--- config.mk ---
export PLATFORM = sky130hd
export DESIGN_NAME = timed_key_release_scheduler_core
export DESIGN_NICKNAME = d
export VERILOG_FILES = /design/src/rtl/tkr_pkg.sv /design/src/rtl/tkr_ram.sv /design/src/rtl/tkr_alloc.sv /design/src/rtl/timed_key_release_scheduler_core.sv
export SDC_FILE = /design/constraint.sdc
export NUM_CORES = 1
export LEC_CHECK = 0
export BUFFER_PORTS_ARGS = -buffer_cell sky130_fd_sc_hd__buf_2
export CAP_MARGIN = 20
export CORE_ASPECT_RATIO = 0.6
export CORE_UTILIZATION = 65
export CTS_BUF_LIST = sky130_fd_sc_hd__clkbuf_4
export DETAILED_ROUTE_END_ITERATION = 8
export PLACE_DENSITY = 0.91
export SYNTH_ARGS = -nofsm -noshare
export SYNTH_HDL_FRONTEND = slang
export SYNTH_SLANG_ARGS = --single-unit
--- constraint.sdc ---
create_clock -name clock -period 14.2 [get_ports clock]
set_clock_uncertainty 0.05 [all_clocks]
set_input_delay 1.42 -clock clock [delete_from_list [all_inputs] [get_ports clock]]
set_output_delay 1.42 -clock clock [all_outputs]
set_load 0.02 [all_outputs]
--- src/rtl/tkr_pkg.sv ---
// Shared types and constants of the timed key release scheduler.
// Depends on nothing; tkr_alloc, the core and the bench import it.
package tkr_pkg;

   localparam int SLOTS       = 8;
   localparam int MAX_RESULTS = 8;
   localparam int IDX_W       = (SLOTS > 1) ? $clog2(SLOTS) : 1;
   localparam int CNT_W       = $clog2(MAX_RESULTS + 1);

   localparam logic [2:0] CMD_TICK        = 3'd0;
   localparam logic [2:0] CMD_TAP         = 3'd1;
   localparam logic [2:0] CMD_COMBO       = 3'd2;
   localparam logic [2:0] CMD_KEY_DOWN    = 3'd3;
   localparam logic [2:0] CMD_KEY_UP      = 3'd4;
   localparam logic [2:0] CMD_RELEASE_ALL = 3'd5;

   localparam logic [1:0] ACT_NONE        = 2'd0;
   localparam logic [1:0] ACT_PRESS       = 2'd1;
   localparam logic [1:0] ACT_RELEASE     = 2'd2;
   localparam logic [1:0] ACT_RELEASE_ALL = 2'd3;

   typedef struct packed {
      logic [2:0]  command;
      logic [31:0] now_ms;
      logic [7:0]  key_a;
      logic [7:0]  key_b;
      logic [31:0] hold_ms;
   } req_type;

   typedef struct packed {
      logic [1:0] action;
      logic [7:0] key;
      logic       accepted;
      logic       last;
   } rsp_type;

   // One slot entry as held in the slot memory.
   typedef struct packed {
      logic [7:0]  key;
      logic [31:0] deadline;
   } entry_type;

   // Free-slot search result.
   typedef struct packed {
      logic             one_free;
      logic             two_free;
      logic [IDX_W-1:0] first;
      logic [IDX_W-1:0] second;
   } alloc_type;

endpackage

--- src/rtl/tkr_ram.sv ---
// Generic single-write, single-read synchronous RAM with registered read data.
// Depends on nothing.
module tkr_ram #(
   parameter int WIDTH = 8,
   parameter int DEPTH = 8
) (
   input  logic                     clock,
   input  logic                     wr_en,
   input  logic [$clog2(DEPTH)-1:0] wr_addr,
   input  logic [WIDTH-1:0]         wr_data,
   input  logic                     rd_en,
   input  logic [$clog2(DEPTH)-1:0] rd_addr,
   output logic [WIDTH-1:0]         rd_data
);

   logic [WIDTH-1:0] mem_ff [DEPTH];
   logic [WIDTH-1:0] rd_data_ff;

   always_ff @(posedge clock) begin
      if (wr_en) begin
         mem_ff[wr_addr] <= wr_data;
      end
      if (rd_en) begin
         rd_data_ff <= mem_ff[rd_addr];
      end
   end

   assign rd_data = rd_data_ff;

endmodule

--- src/rtl/tkr_alloc.sv ---
// Free-slot search: lowest and second-lowest idle slot from the busy bits.
// Depends on tkr_pkg.
module tkr_alloc (
   input  logic [tkr_pkg::SLOTS-1:0] busy,
   output tkr_pkg::alloc_type        alloc
);
   import tkr_pkg::*;

   always_comb begin
      alloc = '0;
      for (int i = 0; i < SLOTS; i++) begin
         if (!busy[i]) begin
            if (!alloc.one_free) begin
               alloc.one_free = 1'b1;
               alloc.first    = IDX_W'(i);
            end else if (!alloc.two_free) begin
               alloc.two_free = 1'b1;
               alloc.second   = IDX_W'(i);
            end
         end
      end
   end

endmodule

--- src/rtl/timed_key_release_scheduler_core.sv ---
// Timed key release scheduler, top level: sequencer, busy bits, output word.
// Depends on tkr_pkg, tkr_ram and tkr_alloc.
//
// Sequencing: key down, tap, release all and refused commands go from idle to the final
// state, combo passes its second claim state first, tick and key up walk the slot table
// (one slot memory read a cycle, pipelined, unless a tick waits on a full output word).
// One item is in work at a time; the input is stalled until its last word is stored.
// Reset clears the busy bits and the sequencer at once; the slot memory holds
// key and deadline, is not cleared; it is read for every slot but used only for busy ones.
module timed_key_release_scheduler_core (
   input  logic             clock,
   input  logic             reset,
   input  logic             req_valid,
   output logic             req_stall,
   input  tkr_pkg::req_type req_data,
   output logic             rsp_valid,
   input  logic             rsp_stall,
   output tkr_pkg::rsp_type rsp_data
);
   import tkr_pkg::*;

   // Sequencer states.
   localparam logic [1:0] ST_IDLE  = 2'd0;
   localparam logic [1:0] ST_SCAN  = 2'd1;
   localparam logic [1:0] ST_COMBO = 2'd2;
   localparam logic [1:0] ST_FIN   = 2'd3;

   logic [1:0]       state_ff, state_in;
   logic [SLOTS-1:0] busy_ff, busy_in;
   req_type          req_ff, req_in;
   logic [31:0]      deadline_ff, deadline_in;
   logic             ok_ff, ok_in;
   logic [IDX_W-1:0] idx_ff, idx_in;
   logic [IDX_W-1:0] second_ff, second_in;
   logic             hold_valid_ff, hold_valid_in;
   logic [7:0]       hold_key_ff, hold_key_in;
   logic [CNT_W-1:0] count_ff, count_in;
   logic             rsp_valid_ff, rsp_valid_in;
   rsp_type          rsp_ff, rsp_in;

   logic             accept;
   logic             can_push;
   logic             push;
   rsp_type          push_word;
   logic [31:0]      req_deadline;
   alloc_type        alloc;

   logic             wr_en;
   logic [IDX_W-1:0] wr_addr;
   entry_type        wr_entry;
   logic             rd_en;
   logic [IDX_W-1:0] rd_addr;
   logic [$bits(entry_type)-1:0] rd_bits;
   entry_type        rd_entry;
   logic [31:0]      age;
   logic             hit;
   logic             scan_hold;
   logic             is_tick;

   // Slot memory: key and deadline of each slot.
   tkr_ram #(
      .WIDTH ($bits(entry_type)),
      .DEPTH (SLOTS)
   ) u_slot_ram (
      .clock   (clock),
      .wr_en   (wr_en),
      .wr_addr (wr_addr),
      .wr_data (wr_entry),
      .rd_en   (rd_en),
      .rd_addr (rd_addr),
      .rd_data (rd_bits)
   );

   tkr_alloc u_alloc (
      .busy  (busy_ff),
      .alloc (alloc)
   );

   assign req_stall    = (state_ff != ST_IDLE);
   assign accept       = req_valid && !req_stall;
   assign can_push     = !rsp_valid_ff || !rsp_stall;
   assign req_deadline = req_data.now_ms + req_data.hold_ms;
   assign rd_entry     = entry_type'(rd_bits);
   assign is_tick      = (req_ff.command == CMD_TICK);

   // Wrap-safe expiry: the slot has expired when now - deadline is not negative.
   assign age = req_ff.now_ms - rd_entry.deadline;
   always_comb begin
      if (is_tick) begin
         hit = busy_ff[idx_ff] && !age[31] && (count_ff < CNT_W'(MAX_RESULTS));
      end else begin
         hit = busy_ff[idx_ff] && (rd_entry.key == req_ff.key_a);
      end
   end

   // A tick hit pushes the previously held release; wait if the output word is full.
   assign scan_hold = is_tick && hit && hold_valid_ff && !can_push;

   always_comb begin
      state_in      = state_ff;
      busy_in       = busy_ff;
      req_in        = req_ff;
      deadline_in   = deadline_ff;
      ok_in         = ok_ff;
      idx_in        = idx_ff;
      second_in     = second_ff;
      hold_valid_in = hold_valid_ff;
      hold_key_in   = hold_key_ff;
      count_in      = count_ff;
      wr_en         = 1'b0;
      wr_addr       = alloc.first;
      wr_entry      = '{key: req_data.key_a, deadline: req_deadline};
      rd_en         = 1'b0;
      rd_addr       = '0;
      push          = 1'b0;
      push_word     = '0;

      case (state_ff)
         ST_IDLE: begin
            if (accept) begin
               req_in        = req_data;
               deadline_in   = req_deadline;
               ok_in         = 1'b0;
               idx_in        = '0;
               hold_valid_in = 1'b0;
               count_in      = '0;
               state_in      = ST_FIN;
               case (req_data.command)
                  CMD_TICK, CMD_KEY_UP: begin
                     // Start the table walk at slot zero.
                     rd_en    = 1'b1;
                     rd_addr  = '0;
                     state_in = ST_SCAN;
                  end
                  CMD_TAP: begin
                     if (alloc.one_free) begin
                        wr_en                = 1'b1;
                        busy_in[alloc.first] = 1'b1;
                        ok_in                = 1'b1;
                     end
                  end
                  CMD_COMBO: begin
                     // Claim the lower slot now, the higher one next cycle.
                     if (alloc.two_free) begin
                        wr_en                = 1'b1;
                        busy_in[alloc.first] = 1'b1;
                        second_in            = alloc.second;
                        ok_in                = 1'b1;
                        state_in             = ST_COMBO;
                     end
                  end
                  CMD_RELEASE_ALL: begin
                     busy_in = '0;
                  end
                  default: begin
                  end
               endcase
            end
         end
         ST_SCAN: begin
            if (!scan_hold) begin
               if (hit) begin
                  busy_in[idx_ff] = 1'b0;
                  if (is_tick) begin
                     // Hold this release back so the final one can carry last.
                     if (hold_valid_ff) begin
                        push      = 1'b1;
                        push_word = '{action: ACT_RELEASE, key: hold_key_ff,
                                      accepted: 1'b1, last: 1'b0};
                     end
                     hold_valid_in = 1'b1;
                     hold_key_in   = rd_entry.key;
                     count_in      = count_ff + 1'b1;
                  end
               end
               if (idx_ff == IDX_W'(SLOTS - 1)) begin
                  state_in = ST_FIN;
               end else begin
                  idx_in  = idx_ff + 1'b1;
                  rd_en   = 1'b1;
                  rd_addr = idx_ff + 1'b1;
               end
            end
         end
         ST_COMBO: begin
            // Rewriting the second slot while waiting is harmless.
            wr_en             = 1'b1;
            wr_addr           = second_ff;
            wr_entry          = '{key: req_ff.key_b, deadline: deadline_ff};
            busy_in[second_ff] = 1'b1;
            if (can_push) begin
               push      = 1'b1;
               push_word = '{action: ACT_PRESS, key: req_ff.key_a,
                             accepted: 1'b1, last: 1'b0};
               state_in  = ST_FIN;
            end
         end
         ST_FIN: begin
            if (can_push) begin
               push     = 1'b1;
               state_in = ST_IDLE;
               case (req_ff.command)
                  CMD_TICK: begin
                     if (hold_valid_ff) begin
                        push_word = '{action: ACT_RELEASE, key: hold_key_ff,
                                      accepted: 1'b1, last: 1'b1};
                     end else begin
                        push_word = '{action: ACT_NONE, key: 8'd0,
                                      accepted: 1'b1, last: 1'b1};
                     end
                  end
                  CMD_TAP: begin
                     if (ok_ff) begin
                        push_word = '{action: ACT_PRESS, key: req_ff.key_a,
                                      accepted: 1'b1, last: 1'b1};
                     end else begin
                        push_word = '{action: ACT_NONE, key: 8'd0,
                                      accepted: 1'b0, last: 1'b1};
                     end
                  end
                  CMD_COMBO: begin
                     if (ok_ff) begin
                        push_word = '{action: ACT_PRESS, key: req_ff.key_b,
                                      accepted: 1'b1, last: 1'b1};
                     end else begin
                        push_word = '{action: ACT_NONE, key: 8'd0,
                                      accepted: 1'b0, last: 1'b1};
                     end
                  end
                  CMD_KEY_DOWN: begin
                     push_word = '{action: ACT_PRESS, key: req_ff.key_a,
                                   accepted: 1'b1, last: 1'b1};
                  end
                  CMD_KEY_UP: begin
                     push_word = '{action: ACT_RELEASE, key: req_ff.key_a,
                                   accepted: 1'b1, last: 1'b1};
                  end
                  CMD_RELEASE_ALL: begin
                     push_word = '{action: ACT_RELEASE_ALL, key: 8'd0,
                                   accepted: 1'b1, last: 1'b1};
                  end
                  default: begin
                     push_word = '{action: ACT_NONE, key: 8'd0,
                                   accepted: 1'b0, last: 1'b1};
                  end
               endcase
            end
         end
         default: begin
            state_in = ST_IDLE;
         end
      endcase
   end

   // Output word: load on push, drop once taken.
   always_comb begin
      rsp_valid_in = rsp_valid_ff;
      rsp_in       = rsp_ff;
      if (push) begin
         rsp_valid_in = 1'b1;
         rsp_in       = push_word;
      end else if (!rsp_stall) begin
         rsp_valid_in = 1'b0;
      end
   end

   always_ff @(posedge clock) begin
      if (reset) begin
         state_ff      <= ST_IDLE;
         busy_ff       <= '0;
         hold_valid_ff <= 1'b0;
         count_ff      <= '0;
         rsp_valid_ff  <= 1'b0;
      end else begin
         state_ff      <= state_in;
         busy_ff       <= busy_in;
         hold_valid_ff <= hold_valid_in;
         count_ff      <= count_in;
         rsp_valid_ff  <= rsp_valid_in;
      end
   end

   always_ff @(posedge clock) begin
      req_ff      <= req_in;
      deadline_ff <= deadline_in;
      ok_ff       <= ok_in;
      idx_ff      <= idx_in;
      second_ff   <= second_in;
      hold_key_ff <= hold_key_in;
      rsp_ff      <= rsp_in;
   end

   assign rsp_valid = rsp_valid_ff;
   assign rsp_data  = rsp_ff;

   // Never release more slots on one tick than a tick may report.
   a_count_bound: assert property (@(posedge clock) disable iff (reset)
      count_ff <= CNT_W'(MAX_RESULTS))
      else $error("release count beyond limit");

   // A held release implies at least one slot was counted.
   a_hold_count: assert property (@(posedge clock) disable iff (reset)
      hold_valid_ff |-> (count_ff != '0))
      else $error("held release without count");

   // The closing word of an item comes only from the final state.
   a_last_fin: assert property (@(posedge clock) disable iff (reset)
      (push && push_word.last) |-> (state_ff == ST_FIN))
      else $error("last word pushed outside final state");

   // A successful combo enters its second claim state, and the second slot is busy in the cycle after.
   a_combo_next: assert property (@(posedge clock) disable iff (reset)
      (accept && req_data.command == CMD_COMBO && alloc.two_free)
         |=> (state_ff == ST_COMBO) ##1 busy_ff[second_ff])
      else $error("combo second claim missed");

endmodule

# Yosys cells after proc, flatten, opt, wreduce, memory -nomap -nowiden
# Memory sizes are Yosys's and may differ from the RTL's. A register that Yosys moved wholly into a read port is not among the register bits.
# Index checks and enable logic that the tools add are counted.
[word_totals] regBits=126 latchBits=0 ram_bits=320 romBits=0 input_bits=87 elab_cells=202 memories=1
[mem_list] name="u_slot_ram.mem_ff" words=8 word_bits=40 read_ports=1 rd_ports_with_merged_regs=1 wr=1 line="tkr_ram.sv:16" text="logic [WIDTH-1:0] mem_ff [DEPTH];"
[classes] n_addsub=4 mul=0 div_mod_pow=0 magnitude_cmp=7 eq_ne=26 shifts=0 n_mux=110 n_bitwise=5 n_reduce_logical=31
[op_table] cell="8-bit two-way mux" count=13
[op_table] cell="3-bit two-way mux" count=28
[op_table] cell="12-bit two-way mux" count=6
[op_table] cell="12-bit one-hot mux with 6 select lines" count=1
[op_table] cell="8-bit one-hot mux with 3 select lines" count=2
[op_table] cell="40-bit two-way mux" count=1
[op_table] cell="12-bit one-hot mux with 3 select lines" count=1
[op_table] cell="1-bit two-way mux" count=33
[op_table] cell="11-bit two-way mux" count=3
[op_table] cell="32-bit adder" count=1
[op_table] cell="32-bit subtractor" count=1
[op_table] cell="4-bit two-way mux" count=4
[op_table] cell="2-bit inequality test, second input constant" count=8
[op_table] cell="8-bit OR" count=2
[op_table] cell="3-bit equality test, second input constant" count=5
[op_table] cell="3-bit by 4-bit < comparator with 1-bit output, second input constant" count=3
[op_table] cell="4-bit AND reduction" count=3
[op_table] cell="1-bit logical AND" count=10
[op_table] cell="2-bit two-way mux" count=5
[op_table] cell="1-bit one-hot mux with 2 select lines" count=5
[op_table] cell="5-bit AND reduction" count=2
[op_table] cell="1-bit demux with 3-bit select" count=3
[op_table] cell="3-bit by 2-bit equality test with 1-bit output, second input constant" count=3
[op_table] cell="3-bit by 1-bit >= comparator with 1-bit output, second input constant" count=3
[op_table] cell="27 further kinds" count=37

# Longest topological paths before layout
# Gate-level depths: netlist (run 1).
[logic_depth] ltp_word=31 ltp_mapped=13 ltp_nobuf=12

# Cells and area by module
# A second synthesis (run 1) with hierarchy kept.
[hier_totals] cells_unflattened=1407 area_unflattened_um2=22315.2
[by_module_without_submodules] module="tkr_ram" n_inst=1 cells_each=515 area_per_inst_um2=13571.8
[by_module_without_submodules] module="timed_key_release_scheduler_core" n_inst=1 cells_each=829 area_per_inst_um2=8291.7
[by_module_without_submodules] module="tkr_alloc" n_inst=1 cells_each=63 area_per_inst_um2=451.7

# Worst setup path after synthesis (run 1)
# No wires, ideal clock.
[synth_path] path_type="input-to-reg" startpoint="in req_valid" endpoint="mem u_slot_ram.mem_ff[4][0] (netlist bit) (enable)" setup_ps=487 arrival_ps=6541 t_required_ps=13663 path_slack_ps=7122 cell_stages=5 n_path_buf=0 path_cell_list="nand2_1 > inv_1 > a21oi_1 > or2_2 > nor3_1"
[synth_via] elab_chain_cells=5
[synth_rtl] item="start, declared" line="timed_key_release_scheduler_core.sv:13" text="input logic req_valid,"
[synth_rtl] item="1-bit logical AND" line="timed_key_release_scheduler_core.sv:80" text="assign accept = req_valid && !req_stall;"
[synth_rtl] item="1-bit two-way mux" line="timed_key_release_scheduler_core.sv:120" text="if (accept) begin"
[synth_rtl] item="1-bit one-hot mux with 2 select lines" line="timed_key_release_scheduler_core.sv:118" text="case (state_ff)"
[synth_rtl] item="1-bit two-way mux" line="tkr_ram.sv:20" text="if (wr_en) begin"
[synth_rtl] item="1-bit two-way mux (implied by the code)" line="tkr_ram.sv:21" text="mem_ff[wr_addr] <= wr_data;"
[synth_rtl] item="end, declared" line="tkr_ram.sv:16"
# No other way between the ends.

# Final worst setup path (run 1)
[layout_path] startpoint="in req_data[48] (netlist bit)" endpoint="mem u_slot_ram.mem_ff[1][30] (netlist bit), data pin"
[layout_via] elab_chain_cells=2
[layout_rtl] item="start, declared" line="timed_key_release_scheduler_core.sv:15" text="input tkr_pkg::req_type req_data,"
[layout_rtl] item="32-bit adder" line="timed_key_release_scheduler_core.sv:82" text="assign req_deadline = req_data.now_ms + req_data.hold_ms;"
[layout_rtl] item="via req_deadline[30]" line="timed_key_release_scheduler_core.sv:45" text="logic [31:0] req_deadline;"
[layout_rtl] item="40-bit two-way mux" line="timed_key_release_scheduler_core.sv:118"
[layout_rtl] item="via u_slot_ram.wr_data[30]" line="tkr_ram.sv:10" text="input logic [WIDTH-1:0] wr_data,"
# The timed path passes the listed nets, and every way through them passes these cells.

==> PnR_summary.wiki, run 1 <==
{| class="wikitable"
! Metric !! Value
|-
| Hold Path Depth || 0
|-
| Origin of the critical flop-to-flop path || req_ff[56]
|-
| Number of hold buffers added after CTS || 0
|-
| Number of warnings reported in the yosys synthesis log || 0
|-
| End of the worst register-to-register path || u_slot_ram.rd_data[7]
|-
| Worst slew margin relative to its limit || 28.1%
|-
| Leading post-synthesis cells by instance count || 470 x edfxtp_1, 112 x o21ai_0, 102 x a21oi_1, 85 x mux2i_1, 73 x ha_1
|-
| Arrival time at the worst endpoint || 5.32 ns
|-
| Clock root cell || clkbuf_4
|-
| Final-layout setup total negative slack || 0 ns
|-
| VDD IR max || 140 uV
|-
| Number of setup violations in the final report || 0
|-
| Synthesized netlist net count || 1,772
|-
| Post-synthesis share of cell area spent on xor and xnor gates || 1.51%
|-
| Distinct cells, synth || 76
|-
| CTS tree || done
|-
| Number of max-capacitance violations reported || 0
|-
| Effective utilization at floorplan || 67.0%
|-
| Area occupied by multi-input gates || 7170 um2
|-
| Number of buffers added by the clock tree synthesis step || 108
|-
| Vias after detailed routing || 15,000
|-
| Mean cell area of the mapped netlist || 13.7 um2
|-
| Achievable clock frequency || 0.205 GHz
|-
| Synthesized netlist cell count || 1,611
|-
| Power share of the sequential group || 44.8%
|-
| Number of buffers on the longest clock path || 3
|-
| Number of placed I/O pins || 101
|-
| Share of total power in combinational logic || 30.9%
|-
| Complex-gate fraction of the synthesized area || 12.6%
|-
| Share of cell area taken by muxes after synthesis || 5.85%
|-
| Final wirelength || 54.3 mm
|-
| Crit path capture type || flop
|-
| Synth Area in Simple Gates || 7.71%
|-
| Die Span X || 240 um
|-
| Logic depth of the worst register-to-register path || 11
|-
| Arithmetic-cell share of the synthesized area counting full adders, half adders and majority gates || 4.37%
|-
| Final cell count without fillers || 2,294
|-
| Synth area leader || edfxtp_1
|-
| Result of the run || completed
|-
| Leakage || 8.86 nW
|-
| Proportion of synthesized flip-flops having asynchronous set or reset || 0%
|-
| Period minus WS final || 4.87 ns
|-
| Classification of the worst-slack hold path || reg -> reg
|-
| Post-detailed-route wirelength per cell || 23.7 um
|-
| Flip-flop cell with the highest count after synthesis || edfxtp_1
|-
| Clk pwr share || 24.3%
|-
| Final Net Count || 1,915
|-
| Data required time of the worst path || 14.65 ns
|-
| Post-cts resize count || 0
|-
| Register-to-register setup slack || 9.51 ns
|-
| Post-Place Worst Slack || 8.64 ns
|-
| Residual antenna-violating net count after detailed routing || 0
|-
| Drt first pass iters || 6
|-
| H-tree Lvls || 3
|-
| First-pass GRT wire length || 81.6 mm
|-
| Layout fillers || 1,950
|-
| Post-synthesis cell area || 22,100 um2
|-
| Overall die height || 145 um
|-
| Top cells by area, synth || edfxtp_1 64%, ha_1 4.1%, mux2i_1 3.9%, o21ai_0 2.5%, a21oi_1 2.3%
|-
| Largest fanout on the critical path || 8
|-
| Via count of the first global-routing pass || 14,600
|-
| Critical Setup Path Class || in -> reg
|-
| Worst hold slack across all endpoints || 0.438 ns
|-
| Number of enable-type register cells in the synthesized netlist || 470
|-
| Final worst setup slack || 9.33 ns
|-
| Area of the placeable core || 32,900 um2
|-
| Dominant cell by count in the synthesized netlist || edfxtp_1
|-
| Buffers on Ports || 100
|-
| Area used by sequential logic in the layout || 14,400 um2
|-
| Total power divided by cell area || 187 nW/um2
|-
| Share of final-layout standard cells stronger than drive strength 1 || 21.9%
|-
| Transition time of the tightest slew-check pin || 1.08 ns
|-
| Largest family of logic cells by synthesized area || compound AO/OA/AOI/OAI gates
|-
| Total global routing track utilization || 31.7%
|-
| Total chip power || 4.56 mW
|-
| Sw Share || 34.4%
|-
| Crit path launch type || input pin
|-
| Sequential element share of the synthesized area || 65.4%
|-
| Clock-pin slew reported for the worst setup and hold paths after clock tree synthesis || 0.07 ns
|-
| Number of DRC markers after the initial detailed-route iteration || 1,882
|-
| Final-report hold violation count || 0
|-
| Area added between synthesis and finish || 10.8%
|-
| Hold path startpoint || u_slot_ram.rd_data[37]
|-
| Vias per std cell || 6.53
|-
| Remaining global-route overflow || 0
|-
| Flops & latches, synth || 486
|-
| Antenna violations before repair || 1
|-
| Number of rows in the core area || 51
|-
| Number of instances in the placed design || 2,094
|-
| Half-perimeter wire length after placement || 32.0 mm
|-
| Area share of the largest cell type after synthesis || 64.0%
|-
| Post-CTS setup buffer count || 0
|-
| Net switching power figure || 1.57 mW
|-
| Maximum number of pins on one net before global-route repair || 81
|-
| Max Slew Vio Count || 0
|-
| Cell internal pwr || 2.99 mW
|-
| DRC viols || 0
|-
| Skew-Pair Late Insertion Delay || 0.83 ns
|-
| Number of sinks handled by clock tree synthesis || 486
|-
| Fin crit share || 34.3%
|-
| RSZ-0062 raised after global routing || no
|-
| Routability congestion estimate from global placement || 0.912
|-
| Hold Path Sink || hold_key_ff[5]
|-
| Total die area || 34,700 um2
|}
[power by group through the flow]
stage | Clock, mW | Combinational, mW | Sequential, mW
after floorplan | 0 | 0.956 | 2.05
after global placement | 0 | 1.29 | 2.06
after detailed placement | 0 | 1.37 | 2.07
after CTS | 1.12 | 1.38 | 2.04
after global routing | 1.19 | 1.51 | 2.06
final | 1.11 | 1.41 | 2.05
[through the flow]
step / cell area (um2) / utilization [%]
floorplan: 22100 / -
global placement: 23000 / 69.9
detailed placement: 23000 / 69.9
CTS: 24400 / 74.2
global route: 24400 / 74.3
finish: 24400 / 74.3
[worst max path at each step]
| stage | from | endpoint | slack [ns] | depth (start not counted) |
|---|---|---|---|---|
| detailed placement | req_data[48] | u_slot_ram.mem_ff[1][30] | 8.64 | 13 |
| finish | req_data[48] | u_slot_ram.mem_ff[1][30] | 9.33 | 13 |
| floorplan | req_valid | u_slot_ram.mem_ff[4][0] | 7.12 | 5 |
| global route | req_ff[56] | u_slot_ram.rd_data[7] | 9.32 | 11 |
| global placement | req_data[48] | u_slot_ram.mem_ff[1][30] | 8.72 | 13 |
| CTS | req_data[48] | u_slot_ram.mem_ff[1][30] | 9.50 | 13 |
[cell usage in the layout (no fill, tap or decap), types with 12 or more instances in the layout]
cell type  count
or2_2         41
buf_2        100
nor2_1        56
nor3_1        17
mux2i_1       85
inv_1         53
a22oi_1       44
dfxtp_1       16
buf_4         19
clkinv_1      21
xnor2_1       23
clkbuf_4     170
a31oi_1       15
a21oi_1      102
mux2_2        38
o21ai_0      112
ha_1          72
or3_1         45
edfxtp_1     470
nand2b_1      14
nand2_1       50
a32oi_1       40
nor2b_1       13
nand3_1       12
xor2_1        15
a21o_1        41
[area by class of cell]
class                   count  area share (%)
clock buffers             170            5.22
repair buffers            119            2.63
flip-flops and latches    486            59.0
clock inverters            29           0.629
well taps                 450            2.30
multi-input cells         985            29.3
inverters                  54           0.834
diodes                      1          0.0102
[cells by family (layout without fill, tap and decap cells)]
| family | Yosys count | count (layout) |
|---|---|---|
| flip-flops | 486 | 486 |
| AO/OA/AOI/OAI | 429 | 429 |
| AND/OR/NAND/NOR | 317 | 317 |
| buffers and inverters | 140 | 372 |
| multiplexers | 124 | 124 |
| adder cells (fa/ha/maj) | 77 | 77 |
| XOR/XNOR | 38 | 38 |
| other | 0 | 1 |
[per-layer routing]
metal	GRT usage (%)	wire, um
met1	43.6	21400
met2	47.9	24700
met3	9.56	6780
met4	12.1	1430
met5	0	0
[sequential cells by signal, summed over array words and instances (netlist names), 2 cells and up]
name,flops
count_ff,4
state_ff,2
hold_key_ff,8
rsp_data,12
deadline_ff,32
req_ff,51
u_slot_ram.mem_ff,320
u_slot_ram.rd_data,40
busy_ff,8
second_ff,3
idx_ff,3
[critical path, cell delays in order]
cell	delay (ns)
buf_2	0.09
ha_1	0.28
inv_1	0.09
fa_1	0.39
nand2b_1	0.20
a2111oi_0	0.84
o21ai_1	0.33
a21oi_1	0.42
a21boi_1	0.25
o21ai_1	0.26
a311oi_1	0.17
xnor2_1	0.17
mux2_1	0.41
No activity file was read; power rests on OpenSTA's default activity.
==> run 2, diff against run 1 <==
--- a/config.mk
+++ b/config.mk
@@ -8,10 +8,10 @@
 export BUFFER_PORTS_ARGS = -buffer_cell sky130_fd_sc_hd__buf_2
 export CAP_MARGIN = 20
 export CORE_ASPECT_RATIO = 0.6
-export CORE_UTILIZATION = 65
+export CORE_UTILIZATION = 58
 export CTS_BUF_LIST = sky130_fd_sc_hd__clkbuf_4
 export DETAILED_ROUTE_END_ITERATION = 8
-export PLACE_DENSITY = 0.91
+export PLACE_DENSITY = 0.86
 export SYNTH_ARGS = -nofsm -noshare
 export SYNTH_HDL_FRONTEND = slang
 export SYNTH_SLANG_ARGS = --single-unit
==> constraint.sdc (replaced) <==
create_clock -name clock -period 3.9 [get_ports clock]
set_clock_uncertainty 0.05 [all_clocks]
set_input_delay 0.39 -clock clock [delete_from_list [all_inputs] [get_ports clock]]
set_output_delay 0.39 -clock clock [all_outputs]
set_load 0.02 [all_outputs]
==> PnR_summary.wiki, run 2 (synthesis results as in run 1) <==
{| class="wikitable"
! Metric !! Value
|-
| Number of buffers on the longest clock path || 3
|-
| Highest-count cells in the layout ignoring fill and taps || 470 x edfxtp_1, 147 x clkbuf_4, 112 x o21ai_0, 102 x a21oi_1, 100 x buf_2
|-
| Overall die height || 153 um
|-
| Final-layout setup total negative slack || 0 ns
|-
| Result of the run || completed
|-
| Share of final-layout standard cells stronger than drive strength 1 || 21.9%
|-
| Register with the most flip-flops || u_slot_ram.mem_ff
|-
| RSZ-0062 raised after global routing || no
|-
| Total power divided by cell area || 653 nW/um2
|-
| Achievable clock frequency || 0.270 GHz
|-
| Via count of the first global-routing pass || 15,000
|-
| Buffers on Ports || 100
|-
| Maximum number of pins on one net before global-route repair || 81
|-
| Classification of the worst-slack hold path || in -> reg
|-
| Placed inst area || 23,500 um2
|-
| Final Net Count || 2,007
|-
| Number of placed I/O pins || 101
|-
| Top cell family by delay on the critical path || compound AO/OA/AOI/OAI gates
|-
| Post-CTS setup buffer count || 0
|-
| CTS tree || done
|-
| First-pass GRT wire length || 82.5 mm
|-
| Post-route cell area || 25,400 um2
|-
| Half-perimeter wire length after placement || 31.8 mm
|-
| Leakage || 9.24 nW
|-
| Final wirelength || 54.1 mm
|-
| Number of buffers added by the clock tree synthesis step || 108
|-
| Data required time of the worst path || 4.37 ns
|-
| Worst hold slack across all endpoints || 0.126 ns
|-
| Remaining global-route overflow || 0
|-
| Post-Place Worst Slack || 0.0332 ns
|-
| Crit path capture type || flop
|-
| Number of instances in the placed design || 2,181
|-
| Final-report hold violation count || 0
|-
| Worst slew margin relative to its limit || 38.9%
|-
| Routability congestion estimate from global placement || 0.911
|-
| DRC viols || 0
|-
| Antenna violations before repair || 3
|-
| Clock root cell || clkbuf_4
|-
| Commonest non-fill, non-tap cell in the layout || edfxtp_1
|-
| Skew-Pair Late Insertion Delay || 0.83 ns
|-
| Residual antenna-violating net count after detailed routing || 0
|-
| Critical Path Most Common Cell || buf_4
|-
| Clock-pin slew reported for the worst setup and hold paths after clock tree synthesis || 0.07 ns
|-
| Total chip power || 16.6 mW
|-
| Effective utilization at floorplan || 59.8%
|-
| Delay of the slowest cell on the worst path || 0.53 ns
|-
| Total global routing track utilization || 27.9%
|-
| Number of setup violations in the final report || 0
|-
| Final worst setup slack || 0.193 ns
|-
| Vias per std cell || 6.22
|-
| Final cell count without fillers || 2,427
|-
| Number of max-capacitance violations reported || 0
|-
| Buffers plus inverters on the worst setup path || 5
|-
| Area of the placeable core || 36,900 um2
|-
| Number of rows in the core area || 54
|-
| Critical Setup Path Class || in -> reg
|-
| Crit path launch type || input pin
|-
| Drt first pass iters || 6
|-
| Period minus WS final || 3.71 ns
|-
| Cell-by-cell listing of the critical path || dlygate4sd3_1, buf_2, ha_1, inv_1, fa_1, nand2b_1, a2111oi_0, buf_4, o21ai_1, a31oi_1, buf_4, a311o_1, nand3_1, o211ai_1, xor2_1, mux2_2
|-
| Arrival time at the worst endpoint || 4.18 ns
|-
| Number of sinks handled by clock tree synthesis || 486
|-
| Largest fanout on the critical path || 8
|-
| H-tree Lvls || 3
|-
| Fin crit share || 95.1%
|-
| Die Span X || 254 um
|-
| Slowest CP cell || dlygate4sd3_1
|-
| Max Slew Vio Count || 0
|-
| Post-detailed-route wirelength per cell || 22.3 um
|-
| Utilization after layout || 69.0%
|-
| Vias after detailed routing || 15,100
|-
| Number of DRC markers after the initial detailed-route iteration || 1,528
|-
| VDD IR max || 433 uV
|-
| Total die area || 38,900 um2
|-
| Transition time of the tightest slew-check pin || 0.907 ns
|-
| Area added between synthesis and finish || 15.3%
|-
| Max reg flops || 320
|}
==> run 2: cell type report <==
type	instances	area, um2
Fill cell	2444	11400
Sequential cell	486	14400
Multi-Input combinational cell	985	7180
Antenna cell	1	2.50
Tap cell	504	631
Clock buffer	147	1100
Timing Repair Buffer	211	1690
Inverter	54	206
Clock inverter	39	194
==> run 2: worst register-to-register path: stages, from the launching register on <==
cell and delay, ns:
edfxtp_1 0.47, inv_1 0.09, ha_1 0.30, nand2_1 0.07, o21ai_0 0.16, a21oi_1 0.08, nor3_2 0.42, o21ai_1 0.30
a21o_1 0.32, and4_4 0.25, or2_0 0.42, a2111oi_1 0.51
==> run 2: where the power goes <==
group          internal (mW)  total (mW)  switching (mW)
Combinational           1.95        5.35            3.40
Clock                   1.81        3.79            1.97
Sequential              7.12        7.46           0.349
Total                   10.9        16.6            5.72
==> run 2: routing by layer <==
metal | global-route usage (%) | wire [um]
met5 | 0 | 0
met4 | 10.1 | 1240
met3 | 7.14 | 5580
met2 | 42.5 | 25100
met1 | 39.1 | 22300
==> run 2: final timing paths <==
kind                            slack [ns]  depth (start not counted)                       end              startpoint
worst max-delay path                  0.19                         16  u_slot_ram.mem_ff[3][28]            req_data[48]
worst min-delay path                  0.13                          3           deadline_ff[14]            req_data[14]
worst min register to register        0.43                          0            hold_key_ff[7]  u_slot_ram.rd_data[39]
worst max register to register        0.30                         11                busy_ff[6]   u_slot_ram.rd_data[6]
==> run 2: timing repair <==
item | 4_1_cts | 5_1_grt
hold endpoints to repair | 137 | 0
resized for setup | 0 | 1
hold buffers | 58 | 0
endpoints found under the setup margin | 0 | 3
==> run 3, diff against run 2 <==
--- a/config.mk
+++ b/config.mk
@@ -7,11 +7,13 @@
 export LEC_CHECK = 0
 export BUFFER_PORTS_ARGS = -buffer_cell sky130_fd_sc_hd__buf_2
 export CAP_MARGIN = 20
+export CELL_PAD_IN_SITES_DETAIL_PLACEMENT = 1
+export CELL_PAD_IN_SITES_GLOBAL_PLACEMENT = 1
 export CORE_ASPECT_RATIO = 0.6
-export CORE_UTILIZATION = 58
+export CORE_UTILIZATION = 48
 export CTS_BUF_LIST = sky130_fd_sc_hd__clkbuf_4
 export DETAILED_ROUTE_END_ITERATION = 8
-export PLACE_DENSITY = 0.86
+export PLACE_DENSITY = 0.85
 export SYNTH_ARGS = -nofsm -noshare
 export SYNTH_HDL_FRONTEND = slang
 export SYNTH_SLANG_ARGS = --single-unit
==> PnR_summary.wiki, run 3 (synthesis results as in run 1) <==
{| class="wikitable"
! Metric !! Value
|-
| Total power divided by cell area || 673 nW/um2
|-
| Via count of the first global-routing pass || 16,400
|-
| Number of setup violations in the final report || 0
|-
| Period minus WS final || 3.76 ns
|-
| Largest fanout on the critical path || 6
|-
| Leakage || 9.25 nW
|-
| Worst hold slack across all endpoints || 0.0658 ns
|-
| Area of the placeable core || 45,000 um2
|-
| Number of buffers on the longest clock path || 3
|-
| Total global routing track utilization || 27.8%
|-
| Clock root cell || clkbuf_4
|-
| Number of instances in the placed design || 2,251
|-
| Buffers on Ports || 100
|-
| Post-route cell area || 25,600 um2
|-
| Maximum number of pins on one net before global-route repair || 81
|-
| Effective utilization at floorplan || 49.0%
|-
| Achievable clock frequency || 0.266 GHz
|-
| Cell internal pwr || 11.1 mW
|-
| Final Net Count || 1,998
|-
| Final-report hold violation count || 0
|-
| Sw Share || 35.8%
|-
| Number of sinks handled by clock tree synthesis || 486
|-
| Routability congestion estimate from global placement || 0.860
|-
| Arrival time at the worst endpoint || 4.48 ns
|-
| Post-Place Worst Slack || 0.00641 ns
|-
| Crit path launch type || flop
|-
| Critical Setup Path Class || reg -> reg
|-
| DRC viols || 0
|-
| Total die area || 46,900 um2
|-
| Highest-count cells in the layout ignoring fill and taps || 470 x edfxtp_1, 174 x clkbuf_4, 112 x o21ai_0, 102 x a21oi_1, 100 x buf_2
|-
| Final worst setup slack || 0.136 ns
|-
| Classification of the worst-slack hold path || in -> reg
|-
| Transition time of the tightest slew-check pin || 0.936 ns
|-
| VDD IR max || 305 uV
|-
| Fin crit share || 96.5%
|-
| Share of total power in combinational logic || 32.0%
|-
| Die Span X || 279 um
|-
| Worst slew margin relative to its limit || 37.6%
|-
| Skew-Pair Late Insertion Delay || 0.91 ns
|-
| Register with the most flip-flops || u_slot_ram.mem_ff
|-
| Half-perimeter wire length after placement || 38.2 mm
|-
| Vias per std cell || 6.12
|-
| Crit path capture type || flop
|-
| Placed inst area || 23,500 um2
|-
| Number of max-capacitance violations reported || 0
|-
| Final cell count without fillers || 2,517
|-
| Vias after detailed routing || 15,400
|-
| Number of placed I/O pins || 101
|-
| Number of rows in the core area || 60
|-
| Antenna violations before repair || 2
|-
| Result of the run || completed
|-
| CTS tree || done
|-
| First-pass GRT wire length || 98.6 mm
|-
| Share of final-layout standard cells stronger than drive strength 1 || 22.1%
|-
| Power share of the sequential group || 43.6%
|-
| Clock-pin slew reported for the worst setup and hold paths after clock tree synthesis || 0.09 ns
|-
| Number of buffers added by the clock tree synthesis step || 112
|-
| Drt first pass iters || 7
|-
| Data required time of the worst path || 4.61 ns
|-
| Area added between synthesis and finish || 15.9%
|-
| Remaining global-route overflow || 0
|-
| Final-layout setup total negative slack || 0 ns
|-
| Max reg flops || 320
|-
| Overall die height || 168 um
|-
| Clk pwr share || 24.5%
|-
| Commonest non-fill, non-tap cell in the layout || edfxtp_1
|-
| Residual antenna-violating net count after detailed routing || 0
|-
| H-tree Lvls || 3
|-
| Post-detailed-route wirelength per cell || 25.9 um
|-
| Net switching power figure || 6.16 mW
|-
| Final wirelength || 65.3 mm
|-
| Max Slew Vio Count || 0
|-
| Number of DRC markers after the initial detailed-route iteration || 1,554
|}
## run 3: layout make-up
cell class,count,area [um2]
diodes,3,7.51
repair buffers,198,1560
flip-flops and latches,486,14400
clock buffers,174,1310
well taps,589,737
inverters,54,206
multi-input cells,985,7190
clock inverters,28,135
fillers,4486,19500
## run 3: critical path, cell delays in order (launching register included)
cell and delay, ns:
edfxtp_1 0.45, ha_1 0.37, a21oi_1 0.17, o21ai_0 0.13, a21oi_1 0.36, nor3_1 0.15
o21ai_2 0.36, nand4_1 0.27, buf_4 0.23, a211o_1 0.26, a21boi_1 0.58, a21o_1 0.24
## run 3: path summary, 6_finish.rpt
| check | from | endpoint | slack [ns] | cells after the start |
|---|---|---|---|---|
| worst max register to register | req_ff[54] | rsp_data[5] | 0.14 | 11 |
| worst min-delay path | req_data[1] | deadline_ff[1] | 0.07 | 4 |
| worst min register to register | u_slot_ram.rd_data[32] | hold_key_ff[0] | 0.42 | 0 |
| worst max-delay path | req_ff[54] | rsp_data[5] | 0.14 | 11 |
## run 3: timing repair
action                                  4_1_cts  5_1_grt
setup buffers                                 0        0
endpoints found under the setup margin        0       15
hold endpoints to repair                    141        0
hold buffers                                 61        0
resized for setup                             0        2
## run 3: power by group through the flow
| stage | clock network [mW] | logic, mW | registers (mW) |
|---|---|---|---|
| after floorplan | 0 | 3.50 | 7.44 |
| after global placement | 0 | 4.92 | 7.52 |
| after detailed placement | 0 | 5.30 | 7.58 |
| after CTS | 4.21 | 5.39 | 7.48 |
| after global routing | 4.50 | 5.88 | 7.55 |
| final | 4.21 | 5.50 | 7.50 |
## run 3: metrics by stage
stage	total power [mW]	utilization, %
after floorplan	10.9	-
after global placement	12.4	52.2
after detailed placement	12.9	52.2
after CTS	17.1	56.7
after global routing	17.9	56.8
final	17.2	56.8
## run 3: metal layers
metal  track usage, %  part of all wire, %  vias up
li1                 -                    -     6788
met1             37.4                   43     7868
met2             45.9                   49      641
met3             5.76                  6.4      102
met4             7.53                  1.8        0
met5                0                    0        -
